**config.mk**
```make
export PLATFORM = sky130hd
export DESIGN_NAME = ddo_fifo
export DESIGN_NICKNAME = d
export VERILOG_FILES = /design/src/hw/rtl/differential_drive_odometry_unit_defines.svh /design/src/hw/rtl/ddo_fifo.sv
export SDC_FILE = /design/constraint.sdc
export NUM_CORES = 1
export LEC_CHECK = 0
export ABC_AREA = 1
export BUFFER_PORTS_ARGS = -buffer_cell sky130_fd_sc_hd__clkbuf_2
export CAP_MARGIN = 10
export CORE_AREA = 2 2 47 58
export DETAILED_ROUTE_END_ITERATION = 8
export DIE_AREA = 0 0 49 60
export PLACE_DENSITY_LB_ADDON = 0.15
export SLEW_MARGIN = 30
export SYNTH_ARGS = -nofsm -noshare
export SYNTH_HDL_FRONTEND = slang
export SYNTH_SLANG_ARGS = --single-unit
```
**constraint.sdc**
```tcl
create_clock -name clk -period 2.3 [get_ports clk]
set_clock_uncertainty 0.1 [all_clocks]
set_input_delay 0.115 -clock clk [delete_from_list [all_inputs] [get_ports clk]]
set_output_delay 0.115 -clock clk [all_outputs]
set_load 0.01 [all_outputs]
```
**src/hw/rtl/differential_drive_odometry_unit_defines.svh**
```systemverilog
// assertion macros used by the odometry back stage
// expects clk and rst_n in the scope of each use
`ifndef DIFFERENTIAL_DRIVE_ODOMETRY_UNIT_DEFINES_SVH
`define DIFFERENTIAL_DRIVE_ODOMETRY_UNIT_DEFINES_SVH

// same-cycle implication
`define DDO_ASSERT_SAME(label, ante, cons) \
    label: assert property (@(posedge clk) disable iff (!rst_n) (ante) |-> (cons)) \
        else $error("odometry check failed in the same cycle");

// next-cycle implication
`define DDO_ASSERT_NEXT(label, ante, cons) \
    label: assert property (@(posedge clk) disable iff (!rst_n) (ante) |=> (cons)) \
        else $error("odometry check failed in the following cycle");

`endif

```
**src/hw/rtl/ddo_fifo.sv**
```systemverilog
// small register queue used between the odometry stages
// no dependencies
`timescale 1ns / 1ps
`default_nettype none

module ddo_fifo #(
    parameter int WIDTH = 8,
    parameter int DEPTH = 2
) (
    input  wire logic             clk,
    input  wire logic             rst_n,
    input  wire logic             push,
    output logic                  full,
    input  wire logic [WIDTH-1:0] wdata,
    input  wire logic             pop,
    output logic                  empty,
    output logic      [WIDTH-1:0] rdata
);

    localparam int PTR_W = (DEPTH > 1) ? $clog2(DEPTH) : 1;
    localparam int CNT_W = $clog2(DEPTH + 1);

    logic [WIDTH-1:0] slot_reg [DEPTH];
    logic [PTR_W-1:0] wr_ptr_reg, wr_ptr_next;
    logic [PTR_W-1:0] rd_ptr_reg, rd_ptr_next;
    logic [CNT_W-1:0] count_reg, count_next;
    logic             do_push;
    logic             do_pop;

    assign full    = (count_reg == CNT_W'(DEPTH));
    assign empty   = (count_reg == '0);
    assign do_push = push && !full;
    assign do_pop  = pop && !empty;
    assign rdata   = slot_reg[rd_ptr_reg];

    always_comb
    begin
        wr_ptr_next = wr_ptr_reg;
        rd_ptr_next = rd_ptr_reg;
        count_next  = count_reg;
        if (do_push)
        begin
            wr_ptr_next = (wr_ptr_reg == PTR_W'(DEPTH - 1)) ? '0 : wr_ptr_reg + 1'b1;
        end
        if (do_pop)
        begin
            rd_ptr_next = (rd_ptr_reg == PTR_W'(DEPTH - 1)) ? '0 : rd_ptr_reg + 1'b1;
        end
        if (do_push && !do_pop)
        begin
            count_next = count_reg + 1'b1;
        end
        else if (do_pop && !do_push)
        begin
            count_next = count_reg - 1'b1;
        end
    end

    always_ff @(posedge clk or negedge rst_n)
    begin
        if (!rst_n)
        begin
            wr_ptr_reg <= '0;
            rd_ptr_reg <= '0;
            count_reg  <= '0;
        end
        else
        begin
            wr_ptr_reg <= wr_ptr_next;
            rd_ptr_reg <= rd_ptr_next;
            count_reg  <= count_next;
        end
    end

    always_ff @(posedge clk)
    begin
        if (do_push)
        begin
            slot_reg[wr_ptr_reg] <= wdata;
        end
    end

endmodule

`default_nettype wire

```
* Word-level counts from Yosys, hierarchy flattened
Memory sizes are Yosys's and may differ from the RTL's.
Index checks and enable logic that the tools add are counted.
** Storage, ports and cells
- Flip-flop bits (word level) :: 4
- Memory bits (writable) :: 16
- Input bits :: 12
- Output and inout bits :: 10
- Logic and storage cells :: 25
- Memories :: 1
** Operators by class
- Add/sub/neg operators :: 4
- Equality and inequality tests :: 1
- Muxes and demuxes :: 6
- Reductions and logical operators :: 10
** Memories
- slot_reg :: words 2, width 8, rd ports 1, clocked after memory_dff 0, write ports 1, RTL line ddo_fifo.sv:23 : logic [WIDTH-1:0] slot_reg [DEPTH];
** Operators with widths (count)
- 1-bit logical AND :: 4
- 1-bit logical NOT :: 4
- 1-bit two-way mux :: 4
- 2-bit two-way mux :: 2
- 1-bit adder, second input constant :: 2
- 2-bit by 1-bit adder with 2-bit output, second input constant :: 1
- 2-bit == test, second input constant :: 1
- 2-bit logical NOT :: 1
- 2-bit nonzero test :: 1
- 2-bit by 1-bit subtractor with 2-bit output, second input constant :: 1

* Depth between registers and ports, before layout
- Depth after elaboration :: 7
- Gate-level depth with buffers :: 9
- Gate-level depth less buffers :: 9

* Worst setup path after synthesis
OpenSTA, ideal clock, no wires.
- Path kind :: register -> register
- From :: register count_reg[1]
- To :: memory slot_reg[1][0] (enable)
- Setup time :: 0.371 ns
- Arrival :: 0.951 ns
- Path slack :: 0.878 ns
- Stages on the path, launching flop included :: 4
- Clock period less this slack :: 1.422 ns
- Cell sequence :: dfrtp_1 inv_1 o21ai_0 nor2_1
** Between the ends
- Longest elaborated chain between the ends :: 5
** Ends and longest elaborated chain
- start: declaration :: RTL line ddo_fifo.sv:26 : logic [CNT_W-1:0] count_reg, count_next;
- start signal: assignment :: RTL line ddo_fifo.sv:71 : count_reg <= count_next;
- 2-bit == test :: RTL line ddo_fifo.sv:30 : assign full = (count_reg == CNT_W'(DEPTH));
- 1-bit logical NOT :: RTL line ddo_fifo.sv:32 : assign do_push = push && !full;
- 1-bit logical AND :: RTL line ddo_fifo.sv:32
- 1-bit two-way mux :: RTL line ddo_fifo.sv:77 : if (do_push)
- 1-bit two-way mux (not written as such) :: RTL line ddo_fifo.sv:79 : slot_reg[wr_ptr_reg] <= wdata;
- end: declaration :: RTL line ddo_fifo.sv:23
No other way between the ends.

* Final worst setup path
- From :: register rd_ptr_reg
- To :: output rdata[6]
** Between the ends
- Longest elaborated chain between the ends :: 1
** Ends and longest elaborated chain
- start: declaration :: RTL line ddo_fifo.sv:25 : logic [PTR_W-1:0] rd_ptr_reg, rd_ptr_next;
- start signal: assignment :: RTL line ddo_fifo.sv:70 : rd_ptr_reg <= rd_ptr_next;
- memory read 2 x 8 bit
- end: declaration :: RTL line ddo_fifo.sv:17 : output logic [WIDTH-1:0] rdata
No other way between the ends.

==> results.yml <==
critical_path:
  endpoint_kind: "primary output"
  critPathTopFamily: "flip-flops"
  ff2ff_path_depth: 6
  r2r-end: "count_reg[1]$_DFFE_PN0P_"
  cpPeakStageDelay_ns: 0.57
  start_kind: "flop"
  startpoint: "rd_ptr_reg$_DFFE_PN0P_"
  required_ns: 2.09
  rrSetupSlack_ns: 0.81
  arrival_ns: 1.29
  worst_path_max_delay_cell: "dfrtp_1"
  worst-setup-path-type: "flop to primary output"
  path_cells: "inv_2 -> nand2_1 -> nand2_1 -> clkbuf_2"
  timing.rr.start: "count_reg[0]$_DFFE_PN0P_"
  critPathMostFrequentCell: "nand2_1"
  worst-path-buf-inv: 2
  cp_max_fo: 10
logic_synthesis:
  syn_nets: 86
  synth_xor_xnor_area_share_pct: 1.08
  synthSimpleGateAreaFrac_pct: 20.1
  yosysSeqAreaShare_pct: 71.7
  netlist-cell-type-count: 14
  yosys_warnings: 0
  synth_top_family_by_area: "simple AND/OR/NAND/NOR gates"
  synth_fa_ha_area_share_pct: 1.55
  ys_ff_latch: 20
  syn_area_um2: 810
  synthMuxAreaShare_pct: 0
  synthCells: 73
  synth-compound-area-share_pct: 1.24
  syn_avg_cell_area_um2: 11.1
sta:
  timing.setup.tns_ns: 0
  drv_slew: 0
  hold_viol: 0
  fin_ws_ns: 0.791
  period_minus_slack_ns: 1.51
  setup_viol: 0
  rsz0062_at_grt: "false"
  timing.fmax_mhz: 663
  fin_crit_sh_pct: 65.6
  worst-slew-pin-transition_ns: 0.349
  slew_headroom_pct: 76.7
hold_path:
  hold_class: "input port to asynchronous set/reset pin"
routing:
  drt-pass1-iter-count: 4
  drtIter0Drc: 16
  via_count: 591
  routed_wl_um: 1420
  drc: 0
  viasPerCell: 4.19
  drtAntennaViolNets: 0
  wl_per_cell_um: 10.1
clock_network:
  cts.clk_slew.worst_paths_ns: 0.11
  clock_latency_ns: 0.29
  cts_setup_buffers: 0
  cts_root_buffer: "clkbuf_4"
  clock_sinks: 20
  cts_tree: "done"
  h-tree-depth: 1
  cts_buffers: 3
  post_cts_resize_count: 0
  cts_max_path_buffers: 2
final_layout:
  nFillCells: 241
  layout-drive-gt1-share_pct: 26.9
  layout.nets: 122
  mostFrequentLayoutCells: "33 x nand2_1, 21 x clkbuf_2, 16 x edfxtp_1"
  num_antenna_cells: 0
  synthToLayoutAreaGrowth_pct: 37.2
  mostFrequentLayoutCell: "nand2_1"
  largest_register_ffs: 16
grt:
  first_global_vias: 592
  grt_max_degree: 13
  grt_use_total_pct: 11.6
  antenna_found_initial: 0
  grt_overflow: 0
  grt_first_pass_wirelength_um: 2460
die:
  die_y_um: 60
  start_util_pct: 33.4
  row_count: 20
  die_area_um2: 2940
  io_pins: 22
  coreArea_um2: 2430
  die_w_um: 49
power:
  peakVddDrop_mv: 0.579
  p_leak_uw: 0.000522
  power_density_nw_per_um2: 1170
placement:
  port_buffers: 21
  dp_slack_ns: 0.805
  post-dp-hpwl_um: 1040
  gp_congestion: 0.644
run_status:
  status: "complete, no violations"
job:
  max_cap_violations: 0
## where the power goes
part | switching (uW) | internal, uW
registers | 69.8 | 502
clock network | 105 | 176
logic | 264 | 177
total | 439 | 855
## synthesized netlist by cell type
cell type | n | area [um2]
o21ai_0 | 2 | 10.0
inv_2 | 1 | 3.75
edfxtp_1 | 16 | 480
nand3b_1 | 1 | 7.51
inv_1 | 7 | 26.3
nand3_1 | 1 | 5.00
ha_1 | 1 | 12.5
xnor2_1 | 1 | 8.76
nand4_1 | 1 | 6.26
nor2_2 | 2 | 12.5
nor2_1 | 2 | 7.51
dfrtp_1 | 4 | 100
buf_2 | 1 | 5.00
nand2_1 | 33 | 124
## final cells by class
class	count	area, um2	share of cell area (%)
Clock inverter	1	30.0	2.70
Clock buffer	3	22.5	2.03
Multi-Input combinational cell	44	194	17.5
Sequential cell	20	581	52.3
Inverter	8	30.0	2.70
Tap cell	33	41.3	3.72
Timing Repair Buffer	32	213	19.1
## kinds of logic after synthesis
kind of cell    Yosys count
buf+inv                   9
simple gates             40
compound gates            2
fa+ha+maj                 1
flops                    20
xor+xnor                  1
## metrics by stage
| stage | hold WS, ns | instance area (um2) | cells | power (uW) | utilization, % |
|---|---|---|---|---|---|
| 2_1_floorplan | -0.281 | 810 | 73 | 852 | - |
| 3_3_place_gp | -0.173 | 958 | 127 | 1010 | 39.5 |
| 3_5_place_dp | -0.172 | 958 | 127 | 1020 | 39.5 |
| 4_1_cts | 0.0319 | 1110 | 141 | 1310 | 45.8 |
| 5_1_grt | 0.0370 | 1110 | 141 | 1400 | 45.8 |
| 6_report | 0.0338 | 1110 | 141 | 1290 | 45.8 |
## how the worst max path moves through the flow
| stage | cells after the start | to | slack (ns) |
|---|---|---|---|
| after CTS | 4 | rdata[6] | 0.77 |
| after global placement | 6 | count_reg[1]$_DFFE_PN0P_ | 0.78 |
| after detailed placement | 6 | count_reg[1]$_DFFE_PN0P_ | 0.81 |
| after floorplan | 3 | slot_reg[1][0]$_DFFE_PP_ | 0.88 |
| final | 4 | rdata[6] | 0.79 |
| after global routing | 4 | rdata[6] | 0.62 |
## what timing repair did
item                                   in CTS  in global routing
setup endpoints to repair                   0                  0
hold buffers                               10                  0
endpoints found under the hold margin      21                  0
## routing by layer
| metal | vias to the layer above | GRT usage [%] | part of all wire, % |
|---|---|---|---|
| met5 | - | 0 | 0 |
| met4 | 0 | 8.57 | 0.85 |
| met3 | 2 | 2.25 | 2.9 |
| met2 | 13 | 21.1 | 54 |
| met1 | 272 | 11.9 | 43 |
| li1 | 304 | - | - |
Note: power is estimated with default switching activity, not from simulation.
