$ cat src/hw/rtl/differential_drive_odometry_unit_defines.svh
// assertion macros used by the odometry back stage
// expects clk and rst_n in the scope of each use
`ifndef DIFFERENTIAL_DRIVE_ODOMETRY_UNIT_DEFINES_SVH
`define DIFFERENTIAL_DRIVE_ODOMETRY_UNIT_DEFINES_SVH

// same-cycle implication
`define DDO_ASSERT_SAME(label, ante, cons) \
    label: assert property (@(posedge clk) disable iff (!rst_n) (ante) |-> (cons)) \
        else $error("odometry check failed in the same cycle");

// next-cycle implication
`define DDO_ASSERT_NEXT(label, ante, cons) \
    label: assert property (@(posedge clk) disable iff (!rst_n) (ante) |=> (cons)) \
        else $error("odometry check failed in the following cycle");

`endif

$ cat src/hw/rtl/ddo_pkg.sv
// shared types, widths, register indexes and the arctangent table of the odometry unit
// no dependencies
`timescale 1ns / 1ps
`default_nettype none

package ddo_pkg;

    localparam int TICK_BITS  = 16;
    localparam int PROD_W     = TICK_BITS + 32;
    localparam int DIST_W     = PROD_W - 16;
    localparam int SUM_W      = DIST_W + 1;
    localparam int TRIG_W     = 34;
    localparam int ATAN_IDX_W = 5;
    localparam int CFG_IDX_W  = 3;

    localparam logic [31:0] CORDIC_START = 32'h26DD_3B6A;

    localparam logic [CFG_IDX_W-1:0] REG_CM_PER_TICK   = 3'd0;
    localparam logic [CFG_IDX_W-1:0] REG_TURNS_PER_CM  = 3'd1;
    localparam logic [CFG_IDX_W-1:0] REG_START_X       = 3'd2;
    localparam logic [CFG_IDX_W-1:0] REG_START_Y       = 3'd3;
    localparam logic [CFG_IDX_W-1:0] REG_START_HEADING = 3'd4;

    localparam logic [31:0] CM_PER_TICK_RST  = 32'd5007200;
    localparam logic [31:0] TURNS_PER_CM_RST = 32'd37975671;

    typedef struct packed {
        logic signed [TICK_BITS-1:0] ticks_right;
        logic signed [TICK_BITS-1:0] ticks_left;
    } ddo_in_t;

    typedef struct packed {
        logic signed [31:0] pose_x;
        logic signed [31:0] pose_y;
        logic        [31:0] pose_heading;
    } ddo_out_t;

    typedef struct packed {
        logic signed [SUM_W-1:0] sum;
        logic signed [SUM_W-1:0] diff;
    } ddo_step_t;

    typedef struct packed {
        logic               done;
        logic signed [TRIG_W-1:0] cos_val;
        logic signed [TRIG_W-1:0] sin_val;
    } ddo_trig_t;

    typedef struct packed {
        logic        load;
        logic [31:0] x;
        logic [31:0] y;
        logic [31:0] heading;
    } ddo_load_t;

    function automatic logic [31:0] atan_entry(input logic [ATAN_IDX_W-1:0] idx);
        logic [31:0] val;
        case (idx)
            5'd0:    val = 32'h2000_0000;
            5'd1:    val = 32'h12E4_051E;
            5'd2:    val = 32'h09FB_385B;
            5'd3:    val = 32'h0511_11D4;
            5'd4:    val = 32'h028B_0D43;
            5'd5:    val = 32'h0145_D7E1;
            5'd6:    val = 32'h00A2_F61E;
            5'd7:    val = 32'h0051_7C55;
            5'd8:    val = 32'h0028_BE53;
            5'd9:    val = 32'h0014_5F2F;
            5'd10:   val = 32'h000A_2F98;
            5'd11:   val = 32'h0005_17CC;
            5'd12:   val = 32'h0002_8BE6;
            5'd13:   val = 32'h0001_45F3;
            5'd14:   val = 32'h0000_A2FA;
            5'd15:   val = 32'h0000_517D;
            5'd16:   val = 32'h0000_28BE;
            5'd17:   val = 32'h0000_145F;
            5'd18:   val = 32'h0000_0A30;
            5'd19:   val = 32'h0000_0518;
            5'd20:   val = 32'h0000_028C;
            5'd21:   val = 32'h0000_0146;
            5'd22:   val = 32'h0000_00A3;
            5'd23:   val = 32'h0000_0051;
            5'd24:   val = 32'h0000_0029;
            5'd25:   val = 32'h0000_0014;
            5'd26:   val = 32'h0000_000A;
            5'd27:   val = 32'h0000_0005;
            5'd28:   val = 32'h0000_0003;
            5'd29:   val = 32'h0000_0001;
            5'd30:   val = 32'h0000_0001;
            default: val = 32'h0000_0000;
        endcase
        return val;
    endfunction

endpackage

`default_nettype wire

$ cat src/hw/rtl/ddo_front.sv
// front stage: takes tick transactions, scales both wheels to travel, forms sum and difference
// depends on ddo_pkg
`timescale 1ns / 1ps
`default_nettype none

module ddo_front
    import ddo_pkg::*;
(
    input  wire logic        clk,
    input  wire logic        rst_n,
    input  wire logic        push,
    output logic             full,
    input  wire ddo_in_t     ticks,
    input  wire logic [31:0] cm_per_tick,
    output logic             step_push,
    input  wire logic        step_full,
    output ddo_step_t        step
);

    localparam int MUL_W = TICK_BITS + 33;

    typedef enum logic [1:0] {
        F_IDLE,
        F_MUL_R,
        F_MUL_L,
        F_PUSH
    } front_state_t;

    front_state_t                state_reg, state_next;
    logic signed [TICK_BITS-1:0] tr_reg, tr_next;
    logic signed [TICK_BITS-1:0] tl_reg, tl_next;
    logic        [PROD_W-1:0]    pr_reg, pr_next;
    logic        [PROD_W-1:0]    pl_reg, pl_next;

    logic        [TICK_BITS-1:0] tick_sel;
    logic signed [MUL_W-1:0]     tick_ext;
    logic signed [MUL_W-1:0]     scale_ext;
    logic signed [MUL_W-1:0]     mul_full;
    logic        [PROD_W-1:0]    rnd_r;
    logic        [PROD_W-1:0]    rnd_l;
    logic        [DIST_W-1:0]    dr;
    logic        [DIST_W-1:0]    dl;

    assign full      = (state_reg != F_IDLE);
    assign step_push = (state_reg == F_PUSH);

    assign tick_sel  = (state_reg == F_MUL_L) ? tl_reg : tr_reg;
    assign tick_ext  = {{(MUL_W - TICK_BITS){tick_sel[TICK_BITS-1]}}, tick_sel};
    assign scale_ext = {{(MUL_W - 32){1'b0}}, cm_per_tick};
    assign mul_full  = tick_ext * scale_ext;

    // round travel to q16.16
    assign rnd_r = pr_reg + PROD_W'(32768);
    assign rnd_l = pl_reg + PROD_W'(32768);
    assign dr    = rnd_r[PROD_W-1:16];
    assign dl    = rnd_l[PROD_W-1:16];

    assign step.sum  = {dr[DIST_W-1], dr} + {dl[DIST_W-1], dl};
    assign step.diff = {dr[DIST_W-1], dr} - {dl[DIST_W-1], dl};

    always_comb
    begin
        state_next = state_reg;
        tr_next    = tr_reg;
        tl_next    = tl_reg;
        pr_next    = pr_reg;
        pl_next    = pl_reg;
        case (state_reg)
            F_IDLE:
            begin
                if (push)
                begin
                    tr_next    = ticks.ticks_right;
                    tl_next    = ticks.ticks_left;
                    state_next = F_MUL_R;
                end
            end
            F_MUL_R:
            begin
                pr_next    = mul_full[PROD_W-1:0];
                state_next = F_MUL_L;
            end
            F_MUL_L:
            begin
                pl_next    = mul_full[PROD_W-1:0];
                state_next = F_PUSH;
            end
            F_PUSH:
            begin
                if (!step_full)
                begin
                    state_next = F_IDLE;
                end
            end
            default:
            begin
                state_next = F_IDLE;
            end
        endcase
    end

    always_ff @(posedge clk or negedge rst_n)
    begin
        if (!rst_n)
        begin
            state_reg <= F_IDLE;
            tr_reg    <= '0;
            tl_reg    <= '0;
            pr_reg    <= '0;
            pl_reg    <= '0;
        end
        else
        begin
            state_reg <= state_next;
            tr_reg    <= tr_next;
            tl_reg    <= tl_next;
            pr_reg    <= pr_next;
            pl_reg    <= pl_next;
        end
    end

endmodule

`default_nettype wire

$ cat config.mk
export PLATFORM = sky130hd
export DESIGN_NAME = ddo_front
export DESIGN_NICKNAME = d
export VERILOG_FILES = /design/src/hw/rtl/differential_drive_odometry_unit_defines.svh /design/src/hw/rtl/ddo_pkg.sv /design/src/hw/rtl/ddo_front.sv
export SDC_FILE = /design/constraint.sdc
export NUM_CORES = 2
export LEC_CHECK = 0
export BUFFER_PORTS_ARGS = -buffer_cell sky130_fd_sc_hd__buf_2
export CAP_MARGIN = 20
export CORE_ASPECT_RATIO = 0.75
export CORE_MARGIN = 5
export CORE_UTILIZATION = 35
export DETAILED_ROUTE_END_ITERATION = 8
export GPL_TIMING_DRIVEN = 0
export PLACE_DENSITY_LB_ADDON = 0.15
export SYNTH_ARGS = -nofsm -noshare
export SYNTH_HDL_FRONTEND = slang
export SYNTH_SLANG_ARGS = --single-unit
$ cat constraint.sdc
create_clock -name clk -period 21.1 [get_ports clk]
set_input_delay 3.165 -clock clk [delete_from_list [all_inputs] [get_ports clk]]
set_output_delay 3.165 -clock clk [all_outputs]
set_load 0.1 [all_outputs]
# ---- Yosys cells after proc, flatten, opt, wreduce, memory -nomap -nowiden
# Index checks and enable logic that the tools add are counted.
dict set report totals {
  wordCells 23
  output_inout_bits 68
  reg_bits 130
}
dict set report op_classes {
  add_sub_neg 4
  eq_ne 5
  muxes 4
  mul 1
  reduce_logical 4
}
# cell n
set ops {}
lappend ops {{$add A48 B16 Y48 const B} 2}
lappend ops {{$mul A16 B33 Y48} 1}
lappend ops {{$add A32 B32 Y33} 1}
lappend ops {{$sub A32 B32 Y33} 1}
lappend ops {{$mux W16} 1}
lappend ops {{$pmux W2 S4} 1}
lappend ops {{$eq A2 B2 Y1 const B} 2}
lappend ops {{$mux W2} 2}
lappend ops {{$ne A2 B2 Y1 const B} 2}
lappend ops {{$reduce_and A2 Y1} 2}
lappend ops {{$eq A2 B1 Y1 const B} 1}
lappend ops {{$logic_not A2 Y1} 1}
lappend ops {{$reduce_bool A2 Y1} 1}

# ---- Longest topological paths before layout
dict set report depth {
  word_depth 3
  depth_mapped 29
  mapped_depth_nobuf 25
}

# ---- Worst setup path after synthesis
# OpenSTA, ideal clock, no wires.
dict set report synth_path {
  path_kind {input to register}
  from {in cm_per_tick[7]}
  to {reg pl_reg[47]}
  setup_slack_ns 12.035
  arrival_ns 8.936
  required_time_ns 20.971
  stages 22
  setup_time_ns 0.129
  n_path_buf 2
  path_cell_list {clkbuf_1 nand2_1 fa_1 inv_1 fa_1 inv_1 fa_1 inv_1 fa_1 fa_1 fa_1 ha_1 clkbuf_1 and3_1 and2_1 nor4b_1 a21oi_2 o31a_1 o211a_1 or3_1 o2111ai_1 nand3_1}
}
dict set report synth_between {
  elab_chain_len 1
}
# item line_no
set synth_lines {}
lappend synth_lines {{from (decl)} ddo_front.sv:14} ;# input wire logic [31:0] cm_per_tick,
lappend synth_lines {{$mul A16 B33 Y48} ddo_front.sv:50} ;# assign mul_full = tick_ext * scale_ext;
lappend synth_lines {{to (signal assigned)} ddo_front.sv:118} ;# pl_reg <= pl_next;
lappend synth_lines {{to (decl)} ddo_front.sv:33} ;# logic [PROD_W-1:0] pl_reg, pl_next;
# Every way passes these cells.
# A chain may end at the register's enable or synchronous reset.

# ---- Final worst setup path
dict set report layout_path {
  from {in cm_per_tick[16]}
  to {reg pr_reg[46]}
}
dict set report layout_between {
  elab_chain_len 1
}
# item line_no
set layout_lines {}
lappend layout_lines {{$mul A16 B33 Y48} ddo_front.sv:50}
lappend layout_lines {{to (signal assigned)} ddo_front.sv:117} ;# pr_reg <= pr_next;
lappend layout_lines {{to (decl)} ddo_front.sv:32} ;# logic [PROD_W-1:0] pr_reg, pr_next;
# Every way passes these cells.

==> impl_results.md <==
* Largest net degree at the start of global routing at 72
* Worst setup EP type: flop
* Most area-hungry cell type in the Yosys netlist: fa_1
* Arrival time worst endpoint at 10.41 ns
* Routed Antenna Nets at 0
* CP Launch Type: input port
* Vias/cell at between 5 and 6
* Worst path most repeated cell: fa_1
* Fin Setup TNS at 0 ns
* Die area at about 77000 um2
* Period utilization at between 40 and 50%
* Number of enable flip-flop cells after synthesis at 0
* Nets at 3691
* Post-CTS setup repair buffer count at 0
* Placed cell count at 3921
* # fillers at between 7000 and 8000
* Dpl hpwl at 65700 um
* Max Cap Viol at 0
* Seq/Total Area, Yosys at approximately 10%
* Actual slew at the worst max-slew pin at ~1.2 ns
* Design Area, Final at around 27000 um2
* Post-CTS sizing at 0
* Clock Skews at 0.0115 ns
* Initial antenna violation count at 13
* Post-synthesis simple-gate area fraction at approximately 16%
* CP peak stage delay at roughly 0.79 ns
* RSZ-0062 raised after global routing: no
* First drt pass iteration count at 5
* CTS clk-pin slew, worst paths at around 0.070 ns
* Minimum clock period after layout at 10.16 ns
* Largest family of logic cells by synthesized area: adder cells
* Slew Limit Headroom at 22.2%
* Ys async rst share at 100%
* Outcome: complete, no violations
* Core area at 70200 um2
* Post-Syn Area at between 20000 and 25000 um2
* Distinct cells, synth at around 70
* Number of placed I/O pins at between 100 and 150
* WL/cell at a little under 20 um
* Crit Path Class: in -> reg
* Max Root-Sink Buffers at 2
* Top_reg_cell synth: dfrtp_1
* Pins Over Slew Limit at 0
* Synthesis-to-layout area growth at 8.98%
* Die Wd at 318 um
* First-pass GRT wire length at ~120000 um
* Row count at 84
* CTS sink count at 100
* Initial Util at 35.4%
* Final setup fails at 0
* Hold-fix buffers, CTS at 0
* Iter 0 DRT Violations at approximately 1500
* Crit-path cells: buf_2 -> clkbuf_1 -> nand2_1 -> fa_1 -> fa_1 -> fa_1 -> inv_1 -> fa_1 -> fa_1 -> fa_1 -> ha_1 -> clkbuf_1 -> nand3_1 -> nor4_1 -> a211o_1 -> a21o_1 -> a21oi_1 -> nor4_1 -> o211ai_1 -> o311ai_0
* HP Class: reg -> reg
* H-tree levels at 3
* Non-Filler Instances at between 3000 and 4000
* Post-synthesis mux area share at around 4.6%
* Mapped Nets at 3542
* Synth Instances at roughly 2800
* Die Y-Extent at 241 um
* Synth Area in XOR/XNOR at ~5.2%
* Complex-gate fraction of the synthesized area at approximately 8.5%
* Final hold vios at 0
* CP max-delay cell: nor4_1
* Mean Syn Cell Area at around 8.8 um2
* Final RePlAce weighted congestion at around 0.90
* CTS tree: built
* Adder-Cell Fraction of Synth Area at between 40% and 50%
* Final core utilization at between 30% and 40%
* Ys Warns at 0
* Buffers on Ports at 135
* DP Area at between 20000 and 30000 um2
* FF+latch count, synth at 100
* Tot GR Track Use at a little over 20%
* TritonCTS buffer count at 9
* Clock latency on the worst-skew pair at 0.37 ns
* Post-Route WL at between 70000 and 80000 um
* Crit Path Max Fanout at 10
* Grt ovf at 0
* Vias in the first global route at 20900
* Synth top area cells: fa_1, ha_1, dfrtp_1, inv_1, nand2_1
* Vias post-DR at roughly 20000
* Yosys top cell area share at 33.7%
* Worst EP required at approximately 21 ns
* DRC at 0
* Share of layout cells above drive strength 1 at about 9.2%
* Highest achievable clock rate at 98.4 MHz
* Root Buffer: clkbuf_16
==> synth_stat cells (20+ instances only) <==
| cell type | instances |
|---|---|
| inv_1 | 553 |
| fa_1 | 419 |
| nand2_1 | 339 |
| ha_1 | 217 |
| and2_1 | 190 |
| clkbuf_1 | 128 |
| nor2_1 | 123 |
| dfrtp_1 | 100 |
| a21oi_1 | 99 |
| mux2_2 | 98 |
| xnor2_1 | 96 |
| xor2_1 | 53 |
| a21o_1 | 48 |
| nor2b_1 | 45 |
| nand3_1 | 38 |
| o21ai_0 | 37 |
| and3_1 | 24 |
| o21bai_1 | 24 |
| nor3_1 | 21 |
| nand4_1 | 20 |
==> worst paths after layout <==
kind	start	endpoint	slack [ns]	depth (start not counted)
worst min-delay path	tl_reg[1]$_DFFE_PN0P_	tl_reg[1]$_DFFE_PN0P_	0.50	1
worst max-delay path	cm_per_tick[16]	pr_reg[46]$_DFFE_PN0N_	10.94	20
max in group asynchronous	rst_n	tl_reg[9]$_DFFE_PN0P_	17.64	2
worst max register to register	state_reg[0]$_DFFE_PN0P_	pr_reg[46]$_DFFE_PN0N_	11.58	25
min in group asynchronous	rst_n	tr_reg[4]$_DFFE_PN0P_	2.73	1
worst min register to register	tl_reg[1]$_DFFE_PN0P_	tl_reg[1]$_DFFE_PN0P_	0.50	1
==> metal layers <==
| metal | vias to the layer above | global-route usage [%] | part of all wire [%] |
|---|---|---|---|
| met5 | - | 0 | 0 |
| met1 | 10100 | 29.7 | 48 |
| li1 | 9067 | - | - |
| met2 | 528 | 32.5 | 44 |
| met4 | 0 | 4.01 | 1.9 |
| met3 | 64 | 3.68 | 6.0 |
==> metrics by stage <==
stage,worst slack [ns],hold slack (ns)
detailed placement,10.59,0.488
finish,10.94,0.502
floorplan,12.04,0.474
global placement,10.62,0.484
global route,10.42,0.517
CTS,10.96,0.505
==> layout by cell type (no fill, tap or decap), types with 6 or more instances in the layout <==
master     Yosys  layout
nand3_1       38      38
clkbuf_1     128     128
or3_1         11      11
nor2b_1       45      45
a21oi_1       99      99
a211o_1        6       6
dfrtp_1      100     100
ha_1         217     217
clkbuf_16      0       9
a31oi_1        7       7
and3_1        24      24
xnor2_1       96      96
o21ai_0       37      37
fa_1         419     419
a21o_1        48      48
o211ai_1       7       7
and2_1       190     190
xor2_1        53      53
buf_2          2     136
mux2_2        98      98
nand2b_1       6       6
a22oi_1        7       7
or2_2          6       6
nand4_1       20      20
o31ai_1       10      10
nand2_1      339     339
inv_1        553     553
a211oi_1      11      11
o21bai_1      24      24
o21a_1         9       9
diode_2        0       6
nor3_1        21      21
nor2_1       123     123
nor4_1        11      11
==> worst max-delay path, delay by kind of cell <==
family / cells / cell delay (ns)
and+or+nand+nor: 4 / 1.46
AOI/OAI and AO/OA: 5 / 1.18
adders and majority gates: 7 / 3.47
buffers and inverters: 4 / 1.13
==> kinds of logic after synthesis <==
| group | after synthesis |
|---|---|
| DFF | 100 |
| adders and majority gates | 636 |
| muxes | 102 |
| and+or+nand+nor | 846 |
| xor gates and xnor gates | 149 |
| AOI/OAI and AO/OA | 314 |
| buffers and inverters | 691 |
==> cell type report <==
cell class | instances | area [um2] | area share, %
diodes | 6 | 15.0 | 0.0554
repair buffers | 138 | 732 | 2.70
clock inverters | 6 | 63.8 | 0.236
well taps | 946 | 1180 | 4.37
plain buffers | 137 | 524 | 1.93
flip-flops and latches | 100 | 2500 | 9.24
inverters | 554 | 2080 | 7.67
clock buffers | 10 | 239 | 0.882
multi-input cells | 2047 | 19800 | 72.9
Power is left out: the tool's default activity adds up to more than one toggle a clock period on the data nets, which glitch-free logic cannot reach.
