$ cat src/hw/rtl/differential_drive_odometry_unit_defines.svh
// assertion macros used by the odometry back stage
// expects clk and rst_n in the scope of each use
`ifndef DIFFERENTIAL_DRIVE_ODOMETRY_UNIT_DEFINES_SVH
`define DIFFERENTIAL_DRIVE_ODOMETRY_UNIT_DEFINES_SVH

// same-cycle implication
`define DDO_ASSERT_SAME(label, ante, cons) \
    label: assert property (@(posedge clk) disable iff (!rst_n) (ante) |-> (cons)) \
        else $error("odometry check failed in the same cycle");

// next-cycle implication
`define DDO_ASSERT_NEXT(label, ante, cons) \
    label: assert property (@(posedge clk) disable iff (!rst_n) (ante) |=> (cons)) \
        else $error("odometry check failed in the following cycle");

`endif

$ cat src/hw/rtl/ddo_pkg.sv
// shared types, widths, register indexes and the arctangent table of the odometry unit
// no dependencies
`timescale 1ns / 1ps
`default_nettype none

package ddo_pkg;

    localparam int TICK_BITS  = 16;
    localparam int PROD_W     = TICK_BITS + 32;
    localparam int DIST_W     = PROD_W - 16;
    localparam int SUM_W      = DIST_W + 1;
    localparam int TRIG_W     = 34;
    localparam int ATAN_IDX_W = 5;
    localparam int CFG_IDX_W  = 3;

    localparam logic [31:0] CORDIC_START = 32'h26DD_3B6A;

    localparam logic [CFG_IDX_W-1:0] REG_CM_PER_TICK   = 3'd0;
    localparam logic [CFG_IDX_W-1:0] REG_TURNS_PER_CM  = 3'd1;
    localparam logic [CFG_IDX_W-1:0] REG_START_X       = 3'd2;
    localparam logic [CFG_IDX_W-1:0] REG_START_Y       = 3'd3;
    localparam logic [CFG_IDX_W-1:0] REG_START_HEADING = 3'd4;

    localparam logic [31:0] CM_PER_TICK_RST  = 32'd5007200;
    localparam logic [31:0] TURNS_PER_CM_RST = 32'd37975671;

    typedef struct packed {
        logic signed [TICK_BITS-1:0] ticks_right;
        logic signed [TICK_BITS-1:0] ticks_left;
    } ddo_in_t;

    typedef struct packed {
        logic signed [31:0] pose_x;
        logic signed [31:0] pose_y;
        logic        [31:0] pose_heading;
    } ddo_out_t;

    typedef struct packed {
        logic signed [SUM_W-1:0] sum;
        logic signed [SUM_W-1:0] diff;
    } ddo_step_t;

    typedef struct packed {
        logic               done;
        logic signed [TRIG_W-1:0] cos_val;
        logic signed [TRIG_W-1:0] sin_val;
    } ddo_trig_t;

    typedef struct packed {
        logic        load;
        logic [31:0] x;
        logic [31:0] y;
        logic [31:0] heading;
    } ddo_load_t;

    function automatic logic [31:0] atan_entry(input logic [ATAN_IDX_W-1:0] idx);
        logic [31:0] val;
        case (idx)
            5'd0:    val = 32'h2000_0000;
            5'd1:    val = 32'h12E4_051E;
            5'd2:    val = 32'h09FB_385B;
            5'd3:    val = 32'h0511_11D4;
            5'd4:    val = 32'h028B_0D43;
            5'd5:    val = 32'h0145_D7E1;
            5'd6:    val = 32'h00A2_F61E;
            5'd7:    val = 32'h0051_7C55;
            5'd8:    val = 32'h0028_BE53;
            5'd9:    val = 32'h0014_5F2F;
            5'd10:   val = 32'h000A_2F98;
            5'd11:   val = 32'h0005_17CC;
            5'd12:   val = 32'h0002_8BE6;
            5'd13:   val = 32'h0001_45F3;
            5'd14:   val = 32'h0000_A2FA;
            5'd15:   val = 32'h0000_517D;
            5'd16:   val = 32'h0000_28BE;
            5'd17:   val = 32'h0000_145F;
            5'd18:   val = 32'h0000_0A30;
            5'd19:   val = 32'h0000_0518;
            5'd20:   val = 32'h0000_028C;
            5'd21:   val = 32'h0000_0146;
            5'd22:   val = 32'h0000_00A3;
            5'd23:   val = 32'h0000_0051;
            5'd24:   val = 32'h0000_0029;
            5'd25:   val = 32'h0000_0014;
            5'd26:   val = 32'h0000_000A;
            5'd27:   val = 32'h0000_0005;
            5'd28:   val = 32'h0000_0003;
            5'd29:   val = 32'h0000_0001;
            5'd30:   val = 32'h0000_0001;
            default: val = 32'h0000_0000;
        endcase
        return val;
    endfunction

endpackage

`default_nettype wire

$ cat src/hw/rtl/ddo_cordic.sv
// iterative sine and cosine in q1.30 from a 32-bit binary angle, one rotation per cycle
// depends on ddo_pkg (arctangent table, start gain)
`timescale 1ns / 1ps
`default_nettype none

module ddo_cordic
    import ddo_pkg::*;
#(
    parameter int ITERATIONS = 24
) (
    input  wire logic        clk,
    input  wire logic        rst_n,
    input  wire logic        start,
    input  wire logic [31:0] angle,
    output ddo_trig_t        trig
);

    localparam logic [ATAN_IDX_W-1:0] ITER_LAST = ATAN_IDX_W'(ITERATIONS - 1);

    typedef enum logic [1:0] {
        C_IDLE,
        C_RUN,
        C_MAP
    } cordic_state_t;

    cordic_state_t            state_reg, state_next;
    logic signed [TRIG_W-1:0] x_reg, x_next;
    logic signed [TRIG_W-1:0] y_reg, y_next;
    logic signed [TRIG_W-1:0] z_reg, z_next;
    logic        [1:0]        quad_reg, quad_next;
    logic [ATAN_IDX_W-1:0]    iter_reg, iter_next;
    logic signed [TRIG_W-1:0] cos_reg, cos_next;
    logic signed [TRIG_W-1:0] sin_reg, sin_next;
    logic                     done_reg, done_next;

    logic        [31:0]       biased;
    logic        [1:0]        quad;
    logic        [31:0]       resid;
    logic signed [TRIG_W-1:0] xs;
    logic signed [TRIG_W-1:0] ys;
    logic signed [TRIG_W-1:0] at;

    assign trig.done    = done_reg;
    assign trig.cos_val = cos_reg;
    assign trig.sin_val = sin_reg;

    // nearest quadrant, residual within an eighth of a turn
    assign biased = angle + 32'h2000_0000;
    assign quad   = biased[31:30];
    assign resid  = angle - {quad, 30'd0};

    assign xs = x_reg >>> iter_reg;
    assign ys = y_reg >>> iter_reg;
    assign at = {{(TRIG_W - 32){1'b0}}, atan_entry(iter_reg)};

    always_comb
    begin
        state_next = state_reg;
        x_next     = x_reg;
        y_next     = y_reg;
        z_next     = z_reg;
        quad_next  = quad_reg;
        iter_next  = iter_reg;
        cos_next   = cos_reg;
        sin_next   = sin_reg;
        done_next  = 1'b0;
        case (state_reg)
            C_IDLE:
            begin
                if (start)
                begin
                    x_next     = {{(TRIG_W - 32){1'b0}}, CORDIC_START};
                    y_next     = '0;
                    z_next     = {{(TRIG_W - 32){resid[31]}}, resid};
                    quad_next  = quad;
                    iter_next  = '0;
                    state_next = C_RUN;
                end
            end
            C_RUN:
            begin
                if (!z_reg[TRIG_W-1])
                begin
                    x_next = x_reg - ys;
                    y_next = y_reg + xs;
                    z_next = z_reg - at;
                end
                else
                begin
                    x_next = x_reg + ys;
                    y_next = y_reg - xs;
                    z_next = z_reg + at;
                end
                iter_next = iter_reg + 1'b1;
                if (iter_reg == ITER_LAST)
                begin
                    state_next = C_MAP;
                end
            end
            C_MAP:
            begin
                case (quad_reg)
                    2'd0:
                    begin
                        cos_next = x_reg;
                        sin_next = y_reg;
                    end
                    2'd1:
                    begin
                        cos_next = -y_reg;
                        sin_next = x_reg;
                    end
                    2'd2:
                    begin
                        cos_next = -x_reg;
                        sin_next = -y_reg;
                    end
                    default:
                    begin
                        cos_next = y_reg;
                        sin_next = -x_reg;
                    end
                endcase
                done_next  = 1'b1;
                state_next = C_IDLE;
            end
            default:
            begin
                state_next = C_IDLE;
            end
        endcase
    end

    always_ff @(posedge clk or negedge rst_n)
    begin
        if (!rst_n)
        begin
            state_reg <= C_IDLE;
            x_reg     <= '0;
            y_reg     <= '0;
            z_reg     <= '0;
            quad_reg  <= '0;
            iter_reg  <= '0;
            cos_reg   <= '0;
            sin_reg   <= '0;
            done_reg  <= 1'b0;
        end
        else
        begin
            state_reg <= state_next;
            x_reg     <= x_next;
            y_reg     <= y_next;
            z_reg     <= z_next;
            quad_reg  <= quad_next;
            iter_reg  <= iter_next;
            cos_reg   <= cos_next;
            sin_reg   <= sin_next;
            done_reg  <= done_next;
        end
    end

endmodule

`default_nettype wire

$ cat config.mk
export PLATFORM = sky130hd
export DESIGN_NAME = ddo_cordic
export DESIGN_NICKNAME = d
export VERILOG_FILES = /design/src/hw/rtl/differential_drive_odometry_unit_defines.svh /design/src/hw/rtl/ddo_pkg.sv /design/src/hw/rtl/ddo_cordic.sv
export SDC_FILE = /design/constraint.sdc
export NUM_CORES = 1
export LEC_CHECK = 0
export BUFFER_PORTS_ARGS = -buffer_cell sky130_fd_sc_hd__buf_2
export CORE_MARGIN = 5
export CORE_UTILIZATION = 58
export CTS_CLUSTER_SIZE = 24
export DETAILED_ROUTE_END_ITERATION = 8
export PLACE_DENSITY = 0.79
export REMOVE_ABC_BUFFERS = 1
export SYNTH_ARGS = -nofsm -noshare
export SYNTH_HDL_FRONTEND = slang
export SYNTH_SLANG_ARGS = --single-unit
$ cat constraint.sdc
create_clock -name clk -period 6.6 [get_ports clk]
set_clock_uncertainty 0.15 [all_clocks]
set_input_delay 1.32 -clock clk [delete_from_list [all_inputs] [get_ports clk]]
set_output_delay 1.32 -clock clk [all_outputs]
set_load 0.1 [all_outputs]
# --- Word-level counts from Yosys, hierarchy flattened ---
# Memories as Yosys holds them, arrays and structs flattened.
# Index checks and enable logic that the tools add are counted.
word_totals:
  ff_bits: 180
  mem_bits_ro: 960
  input_bits: 35
  word_cells: 53
  mem_count: 1
mem_list:
  columns: ["name", "depth", "word_bits", "read_ports", "rd_clocked_by_memory_dff", "write_ports", "line_no", "text"]
  rows:
  - ["(no name shown)", 32, 30, 1, 0, 0, "ddo_pkg.sv:58", "case (idx)"]
op_classes:
  n_addsub: 11
  eq_ne: 7
  n_shift: 2
  muxes: 17
  n_reduce_logical: 6
ops:
  columns: ["operator", "count"]
  rows:
  - ["two-way mux 34 bit", 6]
  - ["case mux 34 bit (2 select lines)", 3]
  - ["case mux 34 bit (3 select lines)", 2]
  - ["adder 34 bit", 2]
  - ["negator 34 bit", 2]
  - [">>> shifter 34 x 5 -> 34 bit", 2]
  - ["subtractor 34 bit", 2]
  - ["adder 34 x 33 -> 34 bit", 1]
  - ["subtractor 34 x 33 -> 34 bit", 1]
  - ["adder 32 x 30 -> 32 bit, second input constant", 1]
  - ["subtractor 32 bit", 1]
  - ["case mux 5 bit (2 select lines)", 1]
  - ["AND reduction 2 bit", 3]
  - ["adder 5 x 1 -> 5 bit, second input constant", 1]
  - ["== test 5 bit, second input constant", 1]
  - ["two-way mux 5 bit", 1]
  - ["== test 2 x 1 -> 1 bit, second input constant", 2]
  - ["== test 2 bit, second input constant", 2]
  - ["zero test 2 bit", 2]
  - ["two-way mux 2 bit", 2]
  - ["!= test 2 bit, second input constant", 2]
  - ["case mux 2 bit (2 select lines)", 1]
  - ["nonzero test 2 bit", 1]
  - ["two-way mux 1 bit", 1]

# --- Longest topological paths before layout ---
depth:
  depth_word: 4
  mapped_depth: 30

# --- Least setup slack after synthesis ---
# Ideal clock, no wire load.
synth_timing:
  path_type: "flip-flop to flip-flop"
  startpoint: "reg iter_reg[0]"
  endpoint: "reg z_reg[28]"
  setup_time_ns: 0.137
  arrival_ns: 6.367
  required_ns: 6.313
  setup_slack_ns: -0.054
  path_stages_with_launch: 27
  synth_period_minus_slack_ns: 6.654
  cell_sequence: "dfrtp_1 buf_2 buf_4 inv_2 buf_2 buf_1 clkbuf_1 ha_1 buf_1 a21oi_1 mux4_2 or4b_1 nor4_2 and2b_1 or2_2 clkbuf_1 xnor2_1 ha_1 and3_1 nand3_1 a21oi_1 a211o_1 a311oi_1 o21ai_0 a21oi_1 mux2i_1 a21oi_1"
synth_via:
  elab_chain_cells: 4
  word_cells_on_any_way: 5
  cone_classes: "2 x add/sub; 2 x mux; 1 x memory"
synth_lines:
  columns: ["element", "line_no", "text"]
  rows:
  - ["from (decl)", "ddo_cordic.sv:31", "logic [ATAN_IDX_W-1:0] iter_reg, iter_next;"]
  - ["from (signal assigned)", "ddo_cordic.sv:155", "iter_reg <= iter_next;"]
  - ["memory (32 x 30 bit) (*)", null, null]
  - ["subtractor 34 x 33 -> 34 bit / adder 34 x 33 -> 34 bit (equally long branches)", "ddo_cordic.sv:86, ddo_cordic.sv:92", null]
  - ["two-way mux 34 bit (*)", "ddo_cordic.sv:82", "if (!z_reg[TRIG_W-1])"]
  - ["case mux 34 bit (2 select lines) (*)", "ddo_cordic.sv:67", "case (state_reg)"]
  - ["to (signal assigned)", "ddo_cordic.sv:153", "z_reg <= z_next;"]
  - ["to (decl)", "ddo_cordic.sv:29", "logic signed [TRIG_W-1:0] z_reg, z_next;"]
# Mark *: on every way between the ends. The rest lies on a longest branch, timed or not.
# A chain may end at the register's enable or synchronous reset.

# --- Worst setup path in the final report ---
layout_timing:
  startpoint: "reg iter_reg[3]"
  endpoint: "reg x_reg[31]"
layout_via:
  elab_chain_cells: 4
  word_cells_on_any_way: 5
  cone_classes: "2 x add/sub; 1 x shift; 2 x mux"
layout_lines:
  columns: ["element", "line_no", "text"]
  rows:
  - [">>> shifter 34 x 5 -> 34 bit (*)", "ddo_cordic.sv:53", "assign ys = y_reg >>> iter_reg;"]
  - ["subtractor 34 bit / adder 34 bit (equally long branches)", "ddo_cordic.sv:84, ddo_cordic.sv:90", null]
  - ["two-way mux 34 bit (*)", "ddo_cordic.sv:82", null]
  - ["case mux 34 bit (2 select lines) (*)", "ddo_cordic.sv:67", null]
  - ["to (signal assigned)", "ddo_cordic.sv:151", "x_reg <= x_next;"]
  - ["to (decl)", "ddo_cordic.sv:27", "logic signed [TRIG_W-1:0] x_reg, x_next;"]
# Marks and branches as above.

==> flow_metrics.env <==
export IMPL_worstSetupPathType="flop to flop"
export IMPL_hold_path_depth=2
export IMPL_drv_slew=0
export IMPL_worst_ep_arrival_time_ns=6.69
export IMPL_die_area_mm2=0.0435
export IMPL_outcome="finished clean"
export IMPL_antenna_found_initial=0
export IMPL_nets=3069
export IMPL_rsz0062_at_grt="no"
export IMPL_slew_headroom_pct=22.3
export IMPL_holdBufCountCts=0
export IMPL_cts_tree="built"
export IMPL_cts_root_buf="clkbuf_16"
export IMPL_max_freq_mhz=153
export IMPL_setup_viol_count_final=0
export IMPL_ys_seq_area_share_pct=19.7
export IMPL_die_h_um=209
export IMPL_mostFrequentLayoutCells="332 x nand2_1, 242 x o21ai_0, 225 x a21oi_1"
export IMPL_first_pass_iters=6
export IMPL_htreeDepth=4
export IMPL_synth_top_area_share_pct=19.7
export IMPL_clockBufferDepth=2
export IMPL_synth_area_leaders="dfrtp_1 20%, mux4_2 9.8%, ha_1 6.4%, nand2_1 5.5%, o21ai_0 5.3%"
export IMPL_num_vias=24301
export IMPL_clkTransAtPathRegs_ns=0.07
export IMPL_start_util_pct=58.9
export IMPL_finalSetupTns_ns=0
export IMPL_grt_ovfl_total=0
export IMPL_syn_area_mm2=0.0229
export IMPL_port_buffers=103
export IMPL_cts_buffers=17
export IMPL_synth_ff_type="dfrtp_1"
export IMPL_area_growth_pct=10.8
export IMPL_crit_path_end_kind="flop"
export IMPL_core_area_mm2=0.0388
export IMPL_finalWeightedCongestion=1.11
export IMPL_track_usage_pct=41.2
export IMPL_worst_pin_slew_ns=1.15
export IMPL_finalHoldViolCount=0
export IMPL_ys_ff_latch=180
export IMPL_drt_iter0_markers=3655
export IMPL_fin_crit_sh_pct=98.7
export IMPL_fin_util_pct=65.3
export IMPL_fp_dieW_um=209
export IMPL_min_path_type="flop to flop"
export IMPL_clkLatencyLatePin_ns=0.52
export IMPL_final_cells=3446
export IMPL_boundaryPins=104
export IMPL_hpwl_um=70700
export IMPL_final_common_cell="nand2_1"
export IMPL_row_count=72
export IMPL_vias_per_cell=7.05
export IMPL_clock_sinks=180
export IMPL_synth_cell_types=99
export IMPL_drt_wl_total_um=93200
export IMPL_path_max_fanout=48
export IMPL_start_kind="flop"
export IMPL_yosysTopAreaCell="dfrtp_1"
export IMPL_drive_above_1_share_pct=18.7
export IMPL_synthCells=2847
export IMPL_drv_cap=0
export IMPL_synth_area_per_cell_um2=8.04
export IMPL_synth_edf_count=0
export IMPL_grt_pass1_vias=22542
export IMPL_avgRoutedWirePerCell_um=27.0
export IMPL_cp_required_ns=6.77
export IMPL_yosysWarningCount=0
export IMPL_grt_first_pass_wirelength_um=139000
export IMPL_reg2regPathDepth=21
export IMPL_post_route_min_period_ns=6.52
export IMPL_drc=0
export IMPL_dp_cells=3403
export IMPL_ant_nets=0
export IMPL_hold_slack_ns=0.322
export IMPL_grt_max_degree=98
export IMPL_synth_async_reset_ratio_pct=100
## cells in the mapped netlist (13+ instances only)
cell	count
nor2b_1	26
dfrtp_1	180
and3_1	20
o22ai_1	49
a31oi_1	30
o211ai_1	30
nand2_1	334
a21o_1	61
buf_2	45
inv_1	52
mux2i_1	89
and2_1	15
ha_1	117
nand4_1	13
nor2_1	213
a21oi_1	228
nand2b_1	42
or3_1	26
or2_2	14
a22oi_1	36
nor3_1	63
o31ai_1	24
clkbuf_1	158
xor2_1	96
nand3_1	50
o22a_1	14
o21ai_0	242
mux2_2	41
o21a_1	15
xnor2_1	116
a211oi_1	28
buf_1	25
mux4_2	100
## worst paths after layout
path	to	from	slack (ns)
min reg2reg	cos_reg[9]	cos_reg[9]	0.32
min	cos_reg[9]	cos_reg[9]	0.32
max reg2reg	x_reg[31]	iter_reg[3]	0.08
max	x_reg[31]	iter_reg[3]	0.08
max in group asynchronous	quad_reg[0]	rst_n	4.50
min in group asynchronous	sin_reg[19]	rst_n	0.68
## critical path, stage by stage, from the launching register on
cell and delay, ns:
dfrtp_2 0.50, buf_12 0.22, nor2_2 0.86, nand2_1 0.21, buf_4 0.28, o22ai_1 0.27
a311o_1 0.19, and4b_1 0.28, and4bb_2 0.31, and2_2 0.20, a31oi_1 0.10, xor2_1 0.19
ha_1 0.37, a21o_1 0.18, a21o_1 0.17, a21oi_1 0.20, o21ai_0 0.12, nand3_1 0.09
o311ai_1 0.15, o41ai_2 0.48, xor2_1 0.11, o21ai_0 0.66
## layout make-up
cell class / count / area [um2]
multi-input combinational: 2358 / 17200
fill: 3312 / 13500
sequential: 180 / 4530
timing repair buffer: 300 / 2170
tap: 518 / 648
clock buffer: 20 / 457
inverter: 57 / 216
clock inverter: 12 / 120
antenna: 1 / 2.50
## per-stage QoR
step	setup slack (ns)	cell area [um2]
after floorplan	-3.12	21700
after global placement	-0.216	24500
after detailed placement	-0.240	24500
after CTS	0.0355	25100
after global routing	0.0107	25300
final	0.0829	25300
## timing repair
item / 4_1_cts / 5_1_grt
cloned: 0 / 1
resized for setup: 0 / 31
pin swaps: 1 / 2
setup endpoints to repair: 2 / 14
setup buffers: 1 / 8
## per-layer routing
| metal | global-route usage, % | routed length [um] | vias to the layer above |
|---|---|---|---|
| met2 | 61.3 | 40000 | 1612 |
| li1 | - | - | 10656 |
| met5 | 0 | 0 | - |
| met4 | 21.6 | 5490 | 0 |
| met1 | 54.8 | 36600 | 11720 |
| met3 | 11.7 | 11100 | 313 |
## cells by family after synthesis
logic type	synth area share, %
AOI/OAI and AO/OA	25.2
DFF	19.7
adders and majority gates	6.66
muxes	16.2
and+or+nand+nor	18.2
xor gates and xnor gates	8.12
buffers and inverters	5.91
Power is left out: the tool's default activity adds up to more than one toggle a clock period on the data nets, which glitch-free logic cannot reach.
